--- src/hdl/grill_telemetry_packet_decoder_unit_defines.svh ---
// ----------------------------------------------------------------------------
// Grill telemetry packet decoder: assertion macros
// Concurrent assertion wrappers; they compile away when SYNTHESIS is defined.
// ----------------------------------------------------------------------------
`ifndef GRILL_TELEMETRY_PACKET_DECODER_UNIT_DEFINES_SVH
`define GRILL_TELEMETRY_PACKET_DECODER_UNIT_DEFINES_SVH

`ifndef SYNTHESIS
// Condition that must hold in the same cycle as the trigger
`define GTPD_ASSERT_SAME(label, clk, rst, trig, cond, msg) \
  label: assert property (@(posedge clk) disable iff (rst) (trig) |-> (cond)) \
    else $error(msg);
// Condition that must hold in the cycle after the trigger
`define GTPD_ASSERT_NEXT(label, clk, rst, trig, cond, msg) \
  label: assert property (@(posedge clk) disable iff (rst) (trig) |=> (cond)) \
    else $error(msg);
`else
`define GTPD_ASSERT_SAME(label, clk, rst, trig, cond, msg)
`define GTPD_ASSERT_NEXT(label, clk, rst, trig, cond, msg)
`endif

`endif

--- src/hdl/gtpd_pkg.sv ---
`timescale 1ns / 1ps
// ----------------------------------------------------------------------------
// Grill telemetry packet decoder package
// Payload types, offsets, result codes and the emitter state type.
// ----------------------------------------------------------------------------
package gtpd_pkg;

  // Byte offsets within a packet
  localparam logic [5:0] OFF_FIRST    = 6'd6;
  localparam logic [5:0] OFF_GRAMS_LO = 6'd23;
  localparam logic [5:0] OFF_PERCENT  = 6'd31;
  localparam logic [5:0] MIN_LEN      = 6'd24;
  localparam logic [5:0] POS_MAX      = 6'd32;

  // Capture bank layout (index = offset - OFF_FIRST)
  localparam int CAP_BYTES   = 18;
  localparam int CAP_BURNER  = 0;
  localparam int CAP_CORE    = 8;
  localparam int CAP_GRAMS_HI = 16;
  localparam int CAP_GRAMS_LO = 17;

  localparam logic [7:0] PERCENT_MAX = 8'd100;

  // Configuration register indexes and reset values
  localparam logic [1:0] CFG_ABSENT_MARKER = 2'd0;
  localparam logic [1:0] CFG_BURNER_LIMIT  = 2'd1;
  localparam logic [1:0] CFG_PROBE_LIMIT   = 2'd2;

  localparam logic [11:0] ABSENT_MARKER_RST = 12'd1500;
  localparam logic [11:0] BURNER_LIMIT_RST  = 12'd500;
  localparam logic [11:0] PROBE_LIMIT_RST   = 12'd150;

  // Result groups
  localparam logic [1:0] GRP_BURNER = 2'd0;
  localparam logic [1:0] GRP_PROBE  = 2'd1;
  localparam logic [1:0] GRP_GAS    = 2'd2;

  // Result actions
  localparam logic [1:0] ACT_STORE   = 2'd0;
  localparam logic [1:0] ACT_ABSENT  = 2'd1;
  localparam logic [1:0] ACT_DISCARD = 2'd2;
  localparam logic [1:0] ACT_SHORT   = 2'd3;

  typedef struct packed {
    logic [7:0] data_byte;
    logic       last_byte;
  } in_item_t;

  typedef struct packed {
    logic [1:0]  group;
    logic [1:0]  zone;
    logic [1:0]  action;
    logic [11:0] reading;
    logic        final_result;
  } out_item_t;

  typedef enum logic [2:0] {
    EMIT_IDLE,
    EMIT_BURNER,
    EMIT_PROBE,
    EMIT_GAS,
    EMIT_DROP
  } emit_state_t;

  // x / 10 for an 8-bit value through the reciprocal 205 / 2048
  function automatic logic [4:0] div10_u8(input logic [7:0] x);
    logic [15:0] prod;
    prod = 16'(x) * 16'd205;
    return prod[15:11];
  endfunction

endpackage

--- src/hdl/grill_telemetry_packet_decoder_unit.sv ---
`timescale 1ns / 1ps
// ----------------------------------------------------------------------------
// Grill telemetry packet decoder
// Byte-wise packet capture with a result emitter for burner, probe and gas.
// ----------------------------------------------------------------------------
// Usage:
//   in_*  : one packet byte per transaction, last_byte set on the final byte.
//   out_* : result transactions; final_result marks the last one of a packet.
//   cfg_* : register writes (0 absent marker, 1 burner limit, 2 probe limit);
//           cfg_ready is always high, index 3 is ignored.
// Throughput: one byte per cycle. Bytes without last_byte are always taken.
//   A last byte is taken once the emitter is idle or hands over its final
//   result in that cycle, since its captured fields go into the snapshot bank.
// Results: the first result of a packet passes the emitter state register
//   and then the output register. A short packet gives one result; a full
//   packet gives 2*ZONES + 1, one per cycle while out_ready stays high.
// Stall: results sit in the output register while out_ready is low; the
//   emitter waits, bytes keep flowing into the capture bank.
// Reset: clears the byte position, the emitter and the output valid, and
//   loads the register reset values. Capture data is not cleared.
// ----------------------------------------------------------------------------
`include "grill_telemetry_packet_decoder_unit_defines.svh"

module grill_telemetry_packet_decoder_unit
  import gtpd_pkg::*;
#(
  parameter int ZONES = 4
) (
  input  logic        clk,
  input  logic        rst,
  input  logic        in_valid,
  output logic        in_ready,
  input  in_item_t    in_data,
  output logic        out_valid,
  input  logic        out_ready,
  output out_item_t   out_data,
  input  logic        cfg_valid,
  output logic        cfg_ready,
  input  logic [1:0]  cfg_index,
  input  logic [11:0] cfg_data
);

  localparam int NPAIR = 2 * ZONES;

  // Configuration registers
  logic [11:0] absent_marker;
  logic [11:0] burner_limit;
  logic [11:0] probe_limit;

  // Input side
  logic [5:0]  pos;
  logic [5:0]  pos_inc;
  logic [7:0]  field_q [CAP_BYTES];
  logic [7:0]  cap_view [CAP_BYTES];
  logic [7:0]  percent_q;
  logic [7:0]  pct_view;
  logic        in_accept;
  logic        cap_wr;
  logic [4:0]  cap_idx;
  logic        pct_wr;
  logic        snap_load;
  logic        pkt_short;
  logic        pkt_has_pct;
  logic        gas_ok_in;
  logic [6:0]  gas_pct_in;

  // Snapshot bank and emitter
  logic [15:0]  pair_q [NPAIR];
  logic         gas_ok;
  logic [6:0]   gas_pct;
  emit_state_t  state;
  emit_state_t  state_next;
  logic [1:0]   zone_cnt;
  logic         zone_last;
  logic         load;
  logic         emit_done;
  logic         shift_en;
  out_item_t    res;
  logic [4:0]   lo_div;
  logic [11:0]  temp;
  logic [11:0]  limit_sel;

  // Configuration port
  assign cfg_ready = 1'b1;

  always_ff @(posedge clk) begin
    if (rst) begin
      absent_marker <= ABSENT_MARKER_RST;
      burner_limit  <= BURNER_LIMIT_RST;
      probe_limit   <= PROBE_LIMIT_RST;
    end else if (cfg_valid) begin
      case (cfg_index)
        CFG_ABSENT_MARKER: absent_marker <= cfg_data;
        CFG_BURNER_LIMIT:  burner_limit  <= cfg_data;
        CFG_PROBE_LIMIT:   probe_limit   <= cfg_data;
        default: ;
      endcase
    end
  end

  // Hold a last byte until the emitter can take a new snapshot
  assign emit_done = load && res.final_result;
  assign in_ready  = !in_data.last_byte || (state == EMIT_IDLE) || emit_done;
  assign in_accept = in_valid && in_ready;
  assign snap_load = in_accept && in_data.last_byte;

  // Byte position, saturating
  assign pos_inc = (pos < POS_MAX) ? pos + 6'd1 : pos;

  always_ff @(posedge clk) begin
    if (rst) begin
      pos <= '0;
    end else if (in_accept) begin
      pos <= in_data.last_byte ? '0 : pos_inc;
    end
  end

  // Capture the field bytes and the percent byte
  assign cap_wr  = in_accept && (pos inside {[OFF_FIRST:OFF_GRAMS_LO]});
  assign cap_idx = 5'(pos - OFF_FIRST);
  assign pct_wr  = in_accept && (pos == OFF_PERCENT);

  always_ff @(posedge clk) begin
    for (int i = 0; i < CAP_BYTES; i++) begin
      if (cap_wr && cap_idx == 5'(i)) begin
        field_q[i] <= in_data.data_byte;
      end
    end
    if (pct_wr) begin
      percent_q <= in_data.data_byte;
    end
  end

  // Present the byte of this transaction together with the stored ones
  always_comb begin
    for (int i = 0; i < CAP_BYTES; i++) begin
      cap_view[i] = (cap_wr && cap_idx == 5'(i)) ? in_data.data_byte : field_q[i];
    end
  end
  assign pct_view = pct_wr ? in_data.data_byte : percent_q;

  // Packet length checks and gas decode at packet end
  assign pkt_short   = pos_inc < MIN_LEN;
  assign pkt_has_pct = pos_inc > OFF_PERCENT;
  assign gas_ok_in   = pkt_has_pct &&
                       !(pct_view == 8'd0 && cap_view[CAP_GRAMS_HI] == 8'd0 &&
                         cap_view[CAP_GRAMS_LO] == 8'd0);
  assign gas_pct_in  = (pct_view > PERCENT_MAX) ? 7'(PERCENT_MAX) : 7'(pct_view);

  // Snapshot the temperature pairs; shift one pair out per temperature result
  for (genvar j = 0; j < NPAIR; j++) begin : g_pair
    localparam int Base = (j < ZONES) ? CAP_BURNER + 2 * j : CAP_CORE + 2 * (j - ZONES);
    always_ff @(posedge clk) begin
      if (snap_load) begin
        pair_q[j] <= {cap_view[Base], cap_view[Base + 1]};
      end else if (shift_en && j < NPAIR - 1) begin
        pair_q[j] <= pair_q[(j < NPAIR - 1) ? j + 1 : j];
      end
    end
  end

  always_ff @(posedge clk) begin
    if (snap_load) begin
      gas_ok  <= gas_ok_in;
      gas_pct <= gas_pct_in;
    end
  end

  // Emitter state and zone counter
  assign load      = (state != EMIT_IDLE) && (!out_valid || out_ready);
  assign zone_last = (zone_cnt == 2'(ZONES - 1));

  always_ff @(posedge clk) begin
    if (rst) begin
      state    <= EMIT_IDLE;
      zone_cnt <= '0;
    end else begin
      state <= state_next;
      if (snap_load || (shift_en && zone_last)) begin
        zone_cnt <= '0;
      end else if (shift_en) begin
        zone_cnt <= zone_cnt + 2'd1;
      end
    end
  end

  // Next state
  always_comb begin
    state_next = state;
    if (load) begin
      case (state)
        EMIT_BURNER: if (zone_last) state_next = EMIT_PROBE;
        EMIT_PROBE:  if (zone_last) state_next = EMIT_GAS;
        EMIT_GAS:    state_next = EMIT_IDLE;
        EMIT_DROP:   state_next = EMIT_IDLE;
        default:     state_next = EMIT_IDLE;
      endcase
    end
    if (snap_load) begin
      state_next = pkt_short ? EMIT_DROP : EMIT_BURNER;
    end
  end

  // Decode the head pair: hi * 10 + lo / 10
  assign lo_div    = div10_u8(pair_q[0][7:0]);
  assign temp      = (12'(pair_q[0][15:8]) << 3) + (12'(pair_q[0][15:8]) << 1) + 12'(lo_div);
  assign limit_sel = (state == EMIT_PROBE) ? probe_limit : burner_limit;

  // Result of the current emitter state
  always_comb begin
    res      = '0;
    shift_en = 1'b0;
    case (state)
      EMIT_BURNER, EMIT_PROBE: begin
        shift_en  = load;
        res.group = (state == EMIT_PROBE) ? GRP_PROBE : GRP_BURNER;
        res.zone  = zone_cnt;
        if (temp >= absent_marker) begin
          res.action = ACT_ABSENT;
        end else if (temp > limit_sel) begin
          res.action  = ACT_DISCARD;
          res.reading = temp;
        end else begin
          res.action  = ACT_STORE;
          res.reading = temp;
        end
      end
      EMIT_GAS: begin
        res.group        = GRP_GAS;
        res.action       = gas_ok ? ACT_STORE : ACT_ABSENT;
        res.reading      = gas_ok ? 12'(gas_pct) : 12'd0;
        res.final_result = 1'b1;
      end
      EMIT_DROP: begin
        res.group        = GRP_BURNER;
        res.action       = ACT_SHORT;
        res.final_result = 1'b1;
      end
      default: ;
    endcase
  end

  // Output register
  always_ff @(posedge clk) begin
    if (rst) begin
      out_valid <= 1'b0;
    end else if (load) begin
      out_valid <= 1'b1;
    end else if (out_ready) begin
      out_valid <= 1'b0;
    end
  end

  always_ff @(posedge clk) begin
    if (load) begin
      out_data <= res;
    end
  end

  `GTPD_ASSERT_SAME(a_last_needs_free_emitter, clk, rst, snap_load, (state == EMIT_IDLE) || emit_done, "last byte accepted while emitter busy")
  `GTPD_ASSERT_NEXT(a_pos_clear_after_last, clk, rst, snap_load, pos == 6'd0, "byte position not cleared after packet end")
  `GTPD_ASSERT_NEXT(a_short_gives_drop, clk, rst, snap_load && pkt_short, state == EMIT_DROP, "short packet did not start a drop result")
  `GTPD_ASSERT_NEXT(a_final_ends_packet, clk, rst, emit_done && !snap_load, state == EMIT_IDLE, "emitter still busy after final result")
  `GTPD_ASSERT_SAME(a_pos_saturates, clk, rst, 1'b1, pos <= POS_MAX, "byte position beyond saturation")

endmodule

--- config.mk ---
export PLATFORM = sky130hd
export DESIGN_NAME = grill_telemetry_packet_decoder_unit
export DESIGN_NICKNAME = d
export VERILOG_FILES = /design/src/hdl/gtpd_pkg.sv /design/src/hdl/grill_telemetry_packet_decoder_unit.sv
export VERILOG_INCLUDE_DIRS = /design/src /design/src/hdl
export SDC_FILE = /design/constraint.sdc
export NUM_CORES = 1
export LEC_CHECK = 0
export BUFFER_PORTS_ARGS = -buffer_cell sky130_fd_sc_hd__clkbuf_2
export CORE_ASPECT_RATIO = 1.2
export CORE_MARGIN = 4
export CORE_UTILIZATION = 65
export CTS_BUF_LIST = sky130_fd_sc_hd__clkbuf_8
export CTS_CLUSTER_DIAMETER = 40
export DETAILED_ROUTE_END_ITERATION = 12
export GPL_TIMING_DRIVEN = 0
export PLACE_DENSITY = 0.93
export SLEW_MARGIN = 20
export SYNTH_ARGS = -nofsm -noshare
export SYNTH_HDL_FRONTEND = slang
export SYNTH_SLANG_ARGS = --single-unit
--- constraint.sdc ---
create_clock -name clk -period 18.9 [get_ports clk]
set_input_delay 0 -clock clk [delete_from_list [all_inputs] [get_ports clk]]
set_output_delay 0 -clock clk [all_outputs]
set_load 0.01 [all_outputs]
[Word-level counts from Yosys, hierarchy flattened]
Memory sizes are Yosys's and may differ from the RTL's.
Index checks and enable logic that the tools add are counted.
Storage, ports and cells
  flip-flop bits (word level): 83
  latch bits: 0
  memory bits (writable): 272
  bits in read-only memories: 0
  input bits: 28
  logic and storage cells: 274
  memories: 2
Operators by class
  $add $sub $neg: 5
  multipliers: 1
  div/mod/pow operators: 0
  order comparisons: 8
  equality and inequality tests: 27
  shift-type cells: 0
  muxes and demuxes: 140
  bitwise operators: 7
  reductions and logical operators: 69
Memories
  field_q: depth 18, width 8, read ports 18, clocked after Yosys merged registers in 0, write ports 1, RTL line grill_telemetry_packet_decoder_unit.sv:53  | logic [7:0] field_q [CAP_BYTES];
  pair_q: depth 8, width 16, read ports 8, clocked after Yosys merged registers in 0, write ports 8, RTL line grill_telemetry_packet_decoder_unit.sv:68  | logic [15:0] pair_q [NPAIR];
Operators by type and width (number)
  $mux W8: 36
  $reduce_or A8 Y1: 17
  $mux W16: 7
  $mux W5: 17
  $mux W1: 64
  $eq A5 B4 Y1 const B: 8
  $logic_and A1 B1 Y1: 29
  $logic_not A8 Y1: 3
  $mux W12: 2
  $pmux W12 S2: 1
  $eq A5 B3 Y1 const B: 4
  $mul A8 B8 Y16 const B: 1
  $mux W3: 5
  $mux W14: 1
  $add A11 B9 Y12: 1
  $add A12 B5 Y12: 1
  $ge A12 B12 Y1: 1
  $gt A12 B12 Y1: 1
  $mux W6: 2
  $eq A5 B2 Y1 const B: 2
  $eq A5 B5 Y1 const B: 2
  $gt A8 B7 Y1 const B: 1
  $mux W7: 1
  $or A1 B1 Y1: 7
  30 further kinds: 43

[Longest topological paths before layout]
  depth in word-level cells: 28
  gate-level depth with buffers: 31
  gate-level depth less buffers: 30

[Worst setup path after synthesis]
Ideal clock, no wire load.
  path type: reg-to-reg
  start: memory pair_q[0][5]
  end: register out_data[5] (netlist name) (data pin)
  setup time: 0.131 ns
  arrival: 7.519 ns
  required time: 18.769 ns
  slack: 11.250 ns
  stages on the path, launching flop included: 30
  path buffers: 1
  clock period less this slack: 7.650 ns
  cells stage by stage: edfxtp_1 ha_1 fa_1 fa_1 inv_1 fa_1 inv_1 ha_1 o21a_1 o21ai_0 nor2_1 a221o_1 o41a_1 xor2_1 fa_1 fa_1 a21o_1 a21oi_1 o21bai_1 a21oi_1 o21ai_0 xor2_1 ha_1 or4_1 a211oi_1 o31a_1 or2_2 and2_1 clkbuf_1 a22o_1
RTL lines
  from (decl): RTL line grill_telemetry_packet_decoder_unit.sv:68
  to (signal assigned): RTL line grill_telemetry_packet_decoder_unit.sv:256  | out_data <= res;
  to (decl): RTL line grill_telemetry_packet_decoder_unit.sv:36  | output out_item_t out_data,

==> impl_results.md <==
* Final Power at about 1800 uW
* Critical path buffers and inverters at 3
* Largest net degree at the start of global routing at 56
* Yosys warning count at 0
* Chip Width at approximately 150 microns
* Gate power share at ~17%
* Via count at 10200
* Cells resized by post-CTS repair at 0
* Post-route fraction of the period consumed by the critical path at roughly 45%
* Total negative setup slack at 0 ns
* IR drop worst, VDD at roughly 0.078 mV
* Net count of the mapped netlist at around 1300
* Die outline height at around 180 microns
* Area contributors post-synth: sky130_fd_sc_hd__edfxtp_1, sky130_fd_sc_hd__dfxtp_1, sky130_fd_sc_hd__mux2_2
* Worst-skew pair later-pin latency at slightly below 0.6 ns
* Transition at the pin with the smallest max-transition slack at approximately 1.1 ns
* CTS tree: yes
* Critical path's top delay family: adder cells
* Post-Syn Instances at 1204
* FFs w/ async S/R, synth at 0%
* Mean cell area of the mapped netlist at approximately 13 sq um
* Sequential area share after synthesis at a little under three fifths
* Commonest register cell after synthesis: sky130_fd_sc_hd__dfxtp_1
* Required time of the critical path at approximately 19 ns
* First-pass DRT Iterations at 6
* Std-Cell Core Area at roughly 23000 sq um
* Portion of total power attributed to sequential cells at 47.8%
* Final count of negative-setup-slack endpoints at 0
* Clock buffers created by TritonCTS at 52
* Layout Skew at ~0.040 ns
* Highest achievable clock rate at between 100 and 150 MHz
* Wire length of the first global-routing pass at 56400 microns
* Power share of the clock group at 35.0%
* Max-slew violation count at 0
* Number of nets still failing antenna checks after routing at 0
* Yosys cell types at 60
* Worst hold margin at roughly 0.064 ns
* Largest area contributor in the netlist: sky130_fd_sc_hd__edfxtp_1
* Power per standard cell area at 100 nW/um^2
* Slowest library cell on the worst path: sky130_fd_sc_hd__fa_1
* Fin nets at ~1500
* Max capacitance violation total at 0
* Worst path most repeated cell: sky130_fd_sc_hd__fa_1
* Most common library cell in the layout ignoring fill and taps: sky130_fd_sc_hd__mux2_2
* Switching power at around 480 uW
* Antenna violations before repair at 0
* Normalized max-slew margin at a little over a quarter
* Number of rows created at floorplan at 61
* Highest net fanout along the worst path at 8
* Number of design rule violations left after detail routing at 0
* Peak per-stage delay on the critical path at 0.53 ns
* Effective utilization at floorplan at between 60% and 70%
* Overall die area at roughly 27000 sq um
* Number of DRC markers in iteration 0 at about 620
* Post-layout min period at around 8.5 ns
* Vias per std cell at slightly above 6
* Outcome: completed
* Register-to-register setup slack at 10.40 ns
* Number of global-route vias before repair at between 10000 and 15000
* Avg WL per Cell at approximately 21 microns
* Synth-to-Final Area Change at 13.0%
* Capturing element type of the critical path: register
* Share of post-route cells with drive strength above 1 at 29.7%
* Clock tree buffer depth at 3
* Post-CTS Setup Bufs at 0
* Number of antenna diodes at 0
* Share of the synthesized area in the top cell type at between 20% and 30%
* Total I/O pin count at 50
* Number of input and output port buffers inserted at 46
* Crit start category: register
* LEAKAGE at 0.00755 uW
* Internal power component at 1290 uW
* Half-perimeter wire length after placement at roughly 23000 microns
* Maximum level of the CTS H-tree at 2
* Tightest Hold Check Type: in2reg
* GRT Total Usage at a little over a quarter
* Crit path DAT at between 8 and 9 ns
* Number of enable flip-flop cells after synthesis at 155
* Buffer cell driving the clock tree root: sky130_fd_sc_hd__clkbuf_8
* Finished Cell Area at between 15000 and 20000 sq um
* Net switching share of the total power at between 20% and 30%
* Fraction of the core area covered by cells at the end of the flow at 75.5%
* Num Clock Sinks at around 360
* Highest-count cells in the layout ignoring fill and taps: sky130_fd_sc_hd__mux2_2, sky130_fd_sc_hd__dfxtp_1, sky130_fd_sc_hd__edfxtp_1, sky130_fd_sc_hd__ha_1, sky130_fd_sc_hd__nand2_1
* Final wirelength at roughly 36000 microns
* Classification of the worst setup path: reg2reg
* Cell Area, Placed at about 16000 sq um
* Aggregate global routing overflow at 0
* Clock-pin slew on the worst setup and hold paths at 0.06 ns
* Unrepaired setup endpoints after global routing: false
* Count of endpoints failing hold in the final timing report at 0
* Routability-driven placement congestion ratio at 0.874
* Filler cells at between 1000 and 1500
* FF+latch count, synth at 355
* Combined area of all synthesized cells at approximately 16000 sq um
## flip-flops by register name (all words and copies together), names as in the netlist, 2 cells and up
| signal | flops |
|---|---|
| burner_limit | 12 |
| zone_cnt | 2 |
| pair_q | 128 |
| state | 3 |
| probe_limit | 12 |
| absent_marker | 12 |
| field_q | 144 |
| pos | 6 |
| out_data | 19 |
| percent_q | 8 |
| gas_pct | 7 |
## final cells by class
class,count,area (sq um),area share [%]
plain buffers,54,219,1.24
clock buffers,59,812,4.59
clock inverters,36,254,1.44
inverters,53,199,1.12
multi-input cells,742,6580,37.2
flip-flops and latches,355,8660,49.0
well taps,315,394,2.23
repair buffers,77,569,3.22
## worst min-delay path, stage by stage
cell and delay (ns):
sky130_fd_sc_hd__clkbuf_2 0.11, sky130_fd_sc_hd__nor4_1 0.10, sky130_fd_sc_hd__mux2i_1 0.17, sky130_fd_sc_hd__o32a_1 0.17
## power groups by stage
stage / Clock [uW] / Combinational (uW) / Sequential [uW]
2_1_floorplan: 0 / 207 / 862
3_3_place_gp: 0 / 273 / 863
3_5_place_dp: 0 / 294 / 861
4_1_cts: 623 / 302 / 845
5_1_grt: 659 / 342 / 847
6_report: 620 / 305 / 846
## layer usage
layer  track usage [%]  vias to the layer above  wire [microns]
met4              16.1                        0            2230
met1              28.6                     4974           12600
met3              5.21                      184            2260
li1                  -                     4594               -
met5                 0                        -               0
met2              50.1                      479           18700
## repair_timing
action                                  4_1_cts  5_1_grt
hold buffers                                 28        0
endpoints found under the hold margin        40        0
endpoints found under the setup margin        0        0
## cell families after synthesis
group | after synthesis | share of synthesized area (%)
AOI/OAI and AO/OA | 114 | 4.93
xor gates and xnor gates | 18 | 1.01
adders and majority gates | 102 | 8.78
buffers and inverters | 107 | 2.67
DFF | 355 | 55.3
muxes | 279 | 19.9
other | 1 | 0.0240
and+or+nand+nor | 228 | 7.32
## synthesized netlist by cell type (10+ instances only)
library cell                 n
sky130_fd_sc_hd__mux2_2    261
sky130_fd_sc_hd__dfxtp_1   200
sky130_fd_sc_hd__edfxtp_1  155
sky130_fd_sc_hd__ha_1       89
sky130_fd_sc_hd__nand2_1    79
sky130_fd_sc_hd__inv_1      53
sky130_fd_sc_hd__clkbuf_1   47
sky130_fd_sc_hd__nor2_1     45
sky130_fd_sc_hd__a21oi_1    44
sky130_fd_sc_hd__mux2i_1    18
sky130_fd_sc_hd__nand3b_1   14
sky130_fd_sc_hd__o21ai_0    14
sky130_fd_sc_hd__fa_1       13
sky130_fd_sc_hd__nor3_1     12
sky130_fd_sc_hd__a21o_1     11
sky130_fd_sc_hd__nand2b_1   11
sky130_fd_sc_hd__nand3_1    11
sky130_fd_sc_hd__xnor2_1    11
sky130_fd_sc_hd__and2_1     10
## metrics by stage
| step | worst slack (ns) | std cells |
|---|---|---|
| 2_1_floorplan | 11.25 | 1204 |
| 3_3_place_gp | 10.76 | 1565 |
| 3_5_place_dp | 10.51 | 1568 |
| 4_1_cts | 10.52 | 1691 |
| 5_1_grt | 9.99 | 1691 |
| 6_report | 10.40 | 1691 |
## final timing paths
| kind | from | to | cells past startpoint |
|---|---|---|---|
| setup reg to reg | pair_q[0][5] | out_data[3] | 29 |
| hold reg to reg | probe_limit[8] | probe_limit[8] | 2 |
| hold / removal | in_data[6] | gas_ok | 4 |
| setup / recovery | pair_q[0][5] | out_data[3] | 29 |
(Power assumes the default switching activity.)
